**src/rtl/button_click_hold_detector_defines.svh**
```systemverilog
// Assertion macros shared by the button click and hold detector RTL.
`ifndef BUTTON_CLICK_HOLD_DETECTOR_DEFINES_SVH
`define BUTTON_CLICK_HOLD_DETECTOR_DEFINES_SVH

`ifndef SYNTHESIS

// Checks a property on every rising clock edge outside reset.
`define BCHD_ASSERT(lbl, clk, rst_n, prop) \
  lbl: assert property (@(posedge clk) disable iff (!rst_n) (prop)) \
    else $error("bchd assertion failed");

// Checks that an antecedent implies a consequent in the next cycle.
`define BCHD_ASSERT_NEXT(lbl, clk, rst_n, ante, cons) \
  lbl: assert property (@(posedge clk) disable iff (!rst_n) (ante) |=> (cons)) \
    else $error("bchd assertion failed");

`else

`define BCHD_ASSERT(lbl, clk, rst_n, prop)
`define BCHD_ASSERT_NEXT(lbl, clk, rst_n, ante, cons)

`endif

`endif

```
**src/rtl/bchd_pkg.sv**
```systemverilog
// Shared types and constants of the button click and hold detector.
`timescale 1ns / 1ps

package bchd_pkg;

  // Configuration port geometry.
  localparam int unsigned CfgIdxBits  = 2;
  localparam int unsigned CfgDataBits = 16;

  // Configuration register indexes.
  localparam logic [CfgIdxBits-1:0] REG_ACTIVE_LOW   = 2'd0;
  localparam logic [CfgIdxBits-1:0] REG_DEBOUNCE_MS  = 2'd1;
  localparam logic [CfgIdxBits-1:0] REG_HOLD_MS      = 2'd2;
  localparam logic [CfgIdxBits-1:0] REG_DOUBLE_MS    = 2'd3;

  // Reset values of the configuration registers.
  localparam logic [CfgDataBits-1:0] DebounceMsReset = 16'd50;
  localparam logic [CfgDataBits-1:0] HoldMsReset     = 16'd1000;
  localparam logic [CfgDataBits-1:0] DoubleMsReset   = 16'd250;

  // Button state machine modes.
  typedef enum logic [2:0] {
    MODE_IDLE     = 3'd0,
    MODE_DEBOUNCE = 3'd1,
    MODE_PRESSED  = 3'd2,
    MODE_HELD     = 3'd3,
    MODE_WAIT2    = 3'd4,
    MODE_DOUBLE   = 3'd5
  } mode_e;

  // Current configuration as seen by the core.
  typedef struct packed {
    logic                   active_low;
    logic [CfgDataBits-1:0] debounce_ms;
    logic [CfgDataBits-1:0] hold_ms;
    logic [CfgDataBits-1:0] double_click_ms;
  } cfg_t;

  // One result item.
  typedef struct packed {
    logic pressed_level;
    logic click_event;
    logic release_event;
    logic hold_event;
    logic double_click_event;
    logic waiting_double;
  } result_t;

endpackage

```
**src/rtl/bchd_cfg.sv**
```systemverilog
// Configuration register file of the button click and hold detector.
`timescale 1ns / 1ps

module bchd_cfg
  import bchd_pkg::*;
(
  input  logic                   clk_i,
  input  logic                   rst_ni,
  input  logic                   cfg_we_i,
  input  logic [CfgIdxBits-1:0]  cfg_index_i,
  input  logic [CfgDataBits-1:0] cfg_wdata_i,
  output cfg_t                   cfg_o
);

  cfg_t cfg_q, cfg_d;

  // Decode the register index and replace the addressed field.
  always_comb begin
    cfg_d = cfg_q;
    if (cfg_we_i) begin
      case (cfg_index_i)
        REG_ACTIVE_LOW:  cfg_d.active_low      = cfg_wdata_i[0];
        REG_DEBOUNCE_MS: cfg_d.debounce_ms     = cfg_wdata_i;
        REG_HOLD_MS:     cfg_d.hold_ms         = cfg_wdata_i;
        REG_DOUBLE_MS:   cfg_d.double_click_ms = cfg_wdata_i;
        default:         cfg_d = cfg_q;
      endcase
    end
  end

  // Register storage with the documented reset values.
  always_ff @(posedge clk_i or negedge rst_ni) begin
    if (!rst_ni) begin
      cfg_q.active_low      <= 1'b1;
      cfg_q.debounce_ms     <= DebounceMsReset;
      cfg_q.hold_ms         <= HoldMsReset;
      cfg_q.double_click_ms <= DoubleMsReset;
    end else begin
      cfg_q <= cfg_d;
    end
  end

  assign cfg_o = cfg_q;

endmodule

```
**src/rtl/bchd_core.sv**
```systemverilog
// Button state machine with debounce, hold and double-click timing.
`timescale 1ns / 1ps
`include "button_click_hold_detector_defines.svh"

module bchd_core
  import bchd_pkg::*;
#(
  parameter int unsigned TIME_BITS = 32
) (
  input  logic        clk_i,
  input  logic        rst_ni,
  input  logic        step_i,
  input  logic        pin_level_i,
  input  logic [31:0] now_ms_i,
  input  cfg_t        cfg_i,
  output result_t     result_o
);

  mode_e                mode_q, mode_d;
  logic                 last_level_q;
  logic [TIME_BITS-1:0] debounce_start_q, debounce_start_d;
  logic [TIME_BITS-1:0] press_start_q, press_start_d;
  logic [TIME_BITS-1:0] release_start_q, release_start_d;

  logic [TIME_BITS-1:0] now_t;
  logic                 level;
  logic [TIME_BITS-1:0] dbn_elapsed, press_elapsed, rel_elapsed;
  logic [TIME_BITS-1:0] dbn_limit, hold_limit, dbl_limit;
  logic                 dbn_done, hold_done, in_window;

  // Timestamp reduced or extended to the timer width.
  assign now_t = TIME_BITS'({32'd0, now_ms_i});

  // Polarity correction.
  assign level = pin_level_i ^ cfg_i.active_low;

  // Elapsed times wrap at the timer width and compare unsigned.
  assign dbn_elapsed   = now_t - debounce_start_q;
  assign press_elapsed = now_t - press_start_q;
  assign rel_elapsed   = now_t - release_start_q;
  assign dbn_limit     = TIME_BITS'(cfg_i.debounce_ms);
  assign hold_limit    = TIME_BITS'(cfg_i.hold_ms);
  assign dbl_limit     = TIME_BITS'(cfg_i.double_click_ms);
  assign dbn_done      = (dbn_elapsed >= dbn_limit);
  assign hold_done     = (press_elapsed >= hold_limit);
  assign in_window     = (rel_elapsed <= dbl_limit);

  // Next mode, timestamps and events for the item at hand.
  always_comb begin
    mode_d           = mode_q;
    debounce_start_d = debounce_start_q;
    press_start_d    = press_start_q;
    release_start_d  = release_start_q;
    result_o         = '0;
    result_o.pressed_level = level;

    case (mode_q)
      MODE_DEBOUNCE: begin
        if (dbn_done) begin
          if (level) begin
            press_start_d = now_t;
            mode_d        = MODE_PRESSED;
          end else begin
            mode_d = MODE_IDLE;
          end
        end
      end
      MODE_PRESSED: begin
        if (!level) begin
          result_o.release_event = 1'b1;
          release_start_d        = now_t;
          mode_d                 = MODE_WAIT2;
        end else if (hold_done) begin
          result_o.hold_event = 1'b1;
          mode_d              = MODE_HELD;
        end
      end
      MODE_HELD: begin
        // A release after a hold opens no double-click window.
        if (!level) begin
          result_o.release_event = 1'b1;
          mode_d                 = MODE_IDLE;
        end
      end
      MODE_WAIT2: begin
        if (level && in_window) begin
          result_o.double_click_event = 1'b1;
          mode_d                      = MODE_DOUBLE;
        end else if (!in_window) begin
          result_o.click_event = 1'b1;
          mode_d               = MODE_IDLE;
        end
      end
      MODE_DOUBLE: begin
        if (!level) begin
          mode_d = MODE_IDLE;
        end
      end
      default: begin
        // Idle and unused codes: start debouncing on a level change.
        if (level != last_level_q) begin
          debounce_start_d = now_t;
          mode_d           = MODE_DEBOUNCE;
        end else begin
          mode_d = MODE_IDLE;
        end
      end
    endcase

    result_o.waiting_double = (mode_d == MODE_WAIT2);
  end

  // State registers advance once per item.
  always_ff @(posedge clk_i or negedge rst_ni) begin
    if (!rst_ni) begin
      mode_q           <= MODE_IDLE;
      last_level_q     <= 1'b0;
      debounce_start_q <= '0;
      press_start_q    <= '0;
      release_start_q  <= '0;
    end else if (step_i) begin
      mode_q           <= mode_d;
      last_level_q     <= level;
      debounce_start_q <= debounce_start_d;
      press_start_q    <= press_start_d;
      release_start_q  <= release_start_d;
    end
  end

  // At most one event is raised per item; bits 4 to 1 are click, release, hold, double.
  `BCHD_ASSERT(a_one_event, clk_i, rst_ni, $onehot0(result_o[4:1]))

  // A hold is only reported out of the pressed mode.
  `BCHD_ASSERT(a_hold_from_pressed, clk_i, rst_ni, !result_o.hold_event || mode_q == MODE_PRESSED)

  // A double click moves the machine to the double-click mode.
  `BCHD_ASSERT(a_double_mode, clk_i, rst_ni, !result_o.double_click_event || mode_d == MODE_DOUBLE)

  // The remembered level follows every item.
  `BCHD_ASSERT_NEXT(a_last_level, clk_i, rst_ni, step_i, last_level_q == $past(level))

endmodule

```
**src/rtl/button_click_hold_detector.sv**
```systemverilog
// Top level of the button click, hold and double-click detector.
//
//   channel   direction  handshake                  payload
//   in        sink       in_valid_i / in_stall_o    pin_level_i, now_ms_i
//   out       source     out_valid_o / out_stall_i  pressed_level_o .. waiting_double_o
//   cfg       sink       cfg_we_i                   cfg_index_i, cfg_wdata_i
//
// An item is captured in an input register, evaluated combinationally against the button
// state and written to a result register; one item per cycle is sustained while the result
// is not stalled. Reset returns the state machine to idle and the configuration to its
// defaults. A stalled result holds the result register; one further item waits in the
// input register, and in_stall_o rises only when both are full.
`timescale 1ns / 1ps

module button_click_hold_detector
  import bchd_pkg::*;
#(
  parameter int unsigned TIME_BITS = 32
) (
  input  logic                   clk_i,
  input  logic                   rst_ni,
  input  logic                   in_valid_i,
  output logic                   in_stall_o,
  input  logic                   pin_level_i,
  input  logic [31:0]            now_ms_i,
  output logic                   out_valid_o,
  input  logic                   out_stall_i,
  output logic                   pressed_level_o,
  output logic                   click_event_o,
  output logic                   release_event_o,
  output logic                   hold_event_o,
  output logic                   double_click_event_o,
  output logic                   waiting_double_o,
  input  logic                   cfg_we_i,
  input  logic [CfgIdxBits-1:0]  cfg_index_i,
  input  logic [CfgDataBits-1:0] cfg_wdata_i
);

  cfg_t        cfg;
  result_t     result;
  result_t     res_q;
  logic        in_vld_q, out_vld_q;
  logic        pin_q;
  logic [31:0] now_q;
  logic        out_adv, step;

  // The result register frees up when empty or taken this cycle.
  assign out_adv    = !out_vld_q || !out_stall_i;
  assign step       = in_vld_q && out_adv;
  assign in_stall_o = in_vld_q && !out_adv;

  bchd_cfg u_cfg (
    .clk_i       (clk_i),
    .rst_ni      (rst_ni),
    .cfg_we_i    (cfg_we_i),
    .cfg_index_i (cfg_index_i),
    .cfg_wdata_i (cfg_wdata_i),
    .cfg_o       (cfg)
  );

  bchd_core #(
    .TIME_BITS (TIME_BITS)
  ) u_core (
    .clk_i       (clk_i),
    .rst_ni      (rst_ni),
    .step_i      (step),
    .pin_level_i (pin_q),
    .now_ms_i    (now_q),
    .cfg_i       (cfg),
    .result_o    (result)
  );

  // Input register valid.
  always_ff @(posedge clk_i or negedge rst_ni) begin
    if (!rst_ni) begin
      in_vld_q <= 1'b0;
    end else if (!in_stall_o) begin
      in_vld_q <= in_valid_i;
    end
  end

  // Input register payload.
  always_ff @(posedge clk_i) begin
    if (in_valid_i && !in_stall_o) begin
      pin_q <= pin_level_i;
      now_q <= now_ms_i;
    end
  end

  // Result register valid.
  always_ff @(posedge clk_i or negedge rst_ni) begin
    if (!rst_ni) begin
      out_vld_q <= 1'b0;
    end else if (out_adv) begin
      out_vld_q <= in_vld_q;
    end
  end

  // Result register payload.
  always_ff @(posedge clk_i) begin
    if (step) begin
      res_q <= result;
    end
  end

  assign out_valid_o          = out_vld_q;
  assign pressed_level_o      = res_q.pressed_level;
  assign click_event_o        = res_q.click_event;
  assign release_event_o      = res_q.release_event;
  assign hold_event_o         = res_q.hold_event;
  assign double_click_event_o = res_q.double_click_event;
  assign waiting_double_o     = res_q.waiting_double;

endmodule
```
**config.mk**
```make
export PLATFORM = sky130hd
export DESIGN_NAME = button_click_hold_detector
export DESIGN_NICKNAME = d
export VERILOG_FILES = /design/src/rtl/bchd_pkg.sv /design/src/rtl/bchd_cfg.sv /design/src/rtl/bchd_core.sv /design/src/rtl/button_click_hold_detector.sv
export VERILOG_INCLUDE_DIRS = /design/src /design/src/rtl
export SDC_FILE = /design/constraint.sdc
export NUM_CORES = 1
export LEC_CHECK = 0
export BUFFER_PORTS_ARGS = -buffer_cell sky130_fd_sc_hd__buf_4
export CAP_MARGIN = 10
export CELL_PAD_IN_SITES_DETAIL_PLACEMENT = 1
export CELL_PAD_IN_SITES_GLOBAL_PLACEMENT = 1
export CORE_MARGIN = 10
export CORE_UTILIZATION = 45
export CTS_CLUSTER_SIZE = 28
export DETAILED_ROUTE_END_ITERATION = 6
export GPL_ROUTABILITY_DRIVEN = 0
export HOLD_SLACK_MARGIN = 0.03
export PLACE_DENSITY = 0.81
export SYNTH_ARGS = -nofsm -noshare
export SYNTH_HDL_FRONTEND = slang
export SYNTH_SLANG_ARGS = --single-unit
export TNS_END_PERCENT = 10
```
**constraint.sdc**
```tcl
create_clock -name clk_i -period 10.3 [get_ports clk_i]
set_input_delay 0 -clock clk_i [delete_from_list [all_inputs] [get_ports clk_i]]
set_output_delay 0 -clock clk_i [all_outputs]
set_load 0.05 [all_outputs]
```
==> run metrics <==
drt initial violations 861; Synth Net Count 1738; core area 30750 um2; Max FO, Critical Path 6; CTS tree built; total number of vias 12290; RSZ-0062 raised after global routing false; post-DP HPWL 32840 um; Root Buffer clkbuf_16; initial antenna violation count 1; Fill cells 3520; Max IR drop VDD 128.2 uV; Die Wd 197.2 um; detailed-route vias per instance 6.037; count of cell types in the netlist 78; die extent in y 197.2 um; Worst Path Buf+Inv 1; critical path arrival 6.20 ns; CP Capture Type register; Synth Flop Type dfrtp_1; Reg power frac 0.235; clock buffer depth 2; Power, Total 5013 uW; Pint 2625 uW; Yosys top cell by area dfrtp_1; Tightest Pin Transition 1.143 ns; # H-tree levels 4; NumNets Final 1825; CP top delay family simple AND/OR/NAND/NOR gates; Final Hold Viols 0; die area 38880 um2; max_slew headroom 0.2286; most common cell after layout, fill and taps aside inv_1; net load switching power 2388 uW; post-route antenna net violation count 0; WHS 0.2270 ns; Port Buffers 63; clock power share 0.127; CP cell instances inv_1 -> fa_1 -> nor2b_1 -> o21bai_1 -> a21o_1 -> o311ai_0 -> xor2_1 -> ha_1 -> nand4_1 -> nor4_1 -> nor2_1 -> o31a_1 -> nor4_1 -> o2111ai_1 -> nor4_1 -> o2111ai_1 -> or4b_1 -> o211ai_1 -> a21oi_1; async set-reset flop share out of synthesis 0.7947; warnings from Yosys 0; vias in the first global route 13020; Tmin final 5.997 ns; Worst Skew 0.01105 ns; synth top area cells dfrtp_1, ha_1, edfxtp_1, mux2_2, a21oi_1; Fmax 166.7 MHz; grt total ovfl 0; Worst-path clk slew 0.08 ns; Crit Path Category register to register; PD cells 313.1 nW/um2; Seq/Total Area, Yosys 0.3518; first-pass GRT wire length 71100 um; Wirelength per Cell 22.15 um; setup violators final 0; Layout area overhead 13.34%; setup TNS 0 ns; Lkg Pwr 0.007078 uW; Cells after Synth 1538; max cap viols 0; syn avg cell area 9.186 um2; count of pins over their slew limit 0; setup bufs post-CTS 0; share of the synthesized area in the top cell type 0.2391; fraction of layout cells with a size suffix above 1 0.1563; Hold Buf Count CTS 55; FP Rows 64; Mapped Area 14130 um2; outcome complete, no violations; # DRC 0; most frequent cells in the layout inv_1, ha_1, nand2_1, dfrtp_1, a21oi_1; first drt pass iteration count 5; routed wire length 45070 um; Critical Path RT 10.50 ns; CP max stage cell o311ai_0; number of synthesized flops with an enable pin 39; worst-skew pair later-pin latency 0.46 ns; clk sinks 190; Synth Register Bits 190; worst min-delay path category input port to asynchronous set/reset pin; GRT Total Usage 0.2309; CP peak stage delay 0.97 ns; Initial Util 0.4594; cell mode on critical path nor4_1; crit path launch type register; switching power share of the total 0.4763; Boundary Pins 64; post-CTS sizing 0; largest net degree at the start of global routing 97; CTS buffer count 17; final period utilization 0.5823; combinational fraction of design power 0.639
[worst paths after layout]
path,from,endpoint,slack [ns],depth (start not counted)
worst min register to register,u_core.release_start_q[0],u_core.release_start_q[0],0.51,2
worst min-delay path,rst_ni,u_cfg.cfg_o[18],0.23,2
min in group clk_i,now_ms_i[16],now_q[16],0.27,2
worst max-delay path,now_q[1],waiting_double_o,4.30,19
max in group asynchronous,rst_ni,u_core.press_start_q[29],8.74,3
worst max register to register,now_q[1],waiting_double_o,4.30,19
[routing by layer]
metal	global-route usage	vias to the layer above	wire length, um
met2	0.4055	287	22730
met4	0.1034	0	1776
li1	-	5684	-
met5	0	-	0
met1	0.2793	6217	19140
met3	0.02555	97	1423
[stage by stage]
step                        util  setup slack [ns]  cell area [um2]  cells
after floorplan                -             5.350            14130   1538
after global placement    0.4851             4.546            14920   1947
after detailed placement  0.4851             4.347            14920   1947
after CTS                 0.5206             4.342            16010   2034
after global routing      0.5207             3.908            16010   2035
final                     0.5207             4.303            16010   2035
[sequential cells by signal (all words and copies together) (netlist names)]
signal                   flops
in_vld_q                     1
pressed_level_o              1
click_event_o                1
waiting_double_o             1
u_core.last_level_q          1
pin_q                        1
double_click_event_o         1
u_cfg.cfg_o                 49
out_valid_o                  1
u_core.debounce_start_q     32
u_core.mode_q                3
now_q                       32
release_event_o              1
u_core.release_start_q      32
hold_event_o                 1
u_core.press_start_q        32
[cell families (layout without fill, tap and decap cells)]
group | count (synthesis) | count (layout) | synth area share
adders and majority gates | 144 | 144 | 0.1291
other | 0 | 1 | 0
xor gates and xnor gates | 66 | 66 | 0.04092
and+or+nand+nor | 396 | 396 | 0.1360
buffers and inverters | 221 | 321 | 0.06102
AOI/OAI and AO/OA | 399 | 399 | 0.1801
muxes | 122 | 122 | 0.1010
DFF | 190 | 190 | 0.3518
[synthesized netlist by cell type (all sizes together) (4+ instances only)]
master	n
a211oi	7
a21oi	128
buf	6
nor4	13
clkbuf	49
o21a	21
a21o	29
o21ai	101
mux2i	6
or3	8
ha	141
dfrtp	135
nor2b	16
and2	6
xnor2	45
a2111oi	7
o211ai	13
nand2b	16
o41ai	4
a21boi	6
nand4	32
and3	11
xor2	21
nor2	82
or2	5
o31ai	10
dfstp	16
a31oi	15
a211o	4
edfxtp	39
a221oi	6
o21bai	5
mux2	116
o22ai	4
nor3b	4
nand3	22
nor3	33
nand2	136
inv	165
o2111ai	9
[final cells by class]
class,count,area (um2),share of cell area
Sequential cell,190,4970,0.3104
Clock buffer,18,429.2,0.02680
Antenna cell,1,2.502,0.0001563
Multi-Input combinational cell,1127,8315,0.5193
Inverter,166,623.1,0.03892
Clock inverter,14,111.4,0.006955
Timing Repair Buffer,123,1065,0.06650
Tap cell,396,495.5,0.03094
[power by group through the flow]
stage / combinational (uW) / sequential (uW) / clock (uW)
CTS: 3140 / 1170 / 640
floorplan: 2290 / 1140 / 0
global route: 3540 / 1200 / 668
finish: 3200 / 1180 / 634
global placement: 2940 / 1160 / 0
detailed placement: 3070 / 1180 / 0
No activity file was read; power rests on OpenSTA's default activity.
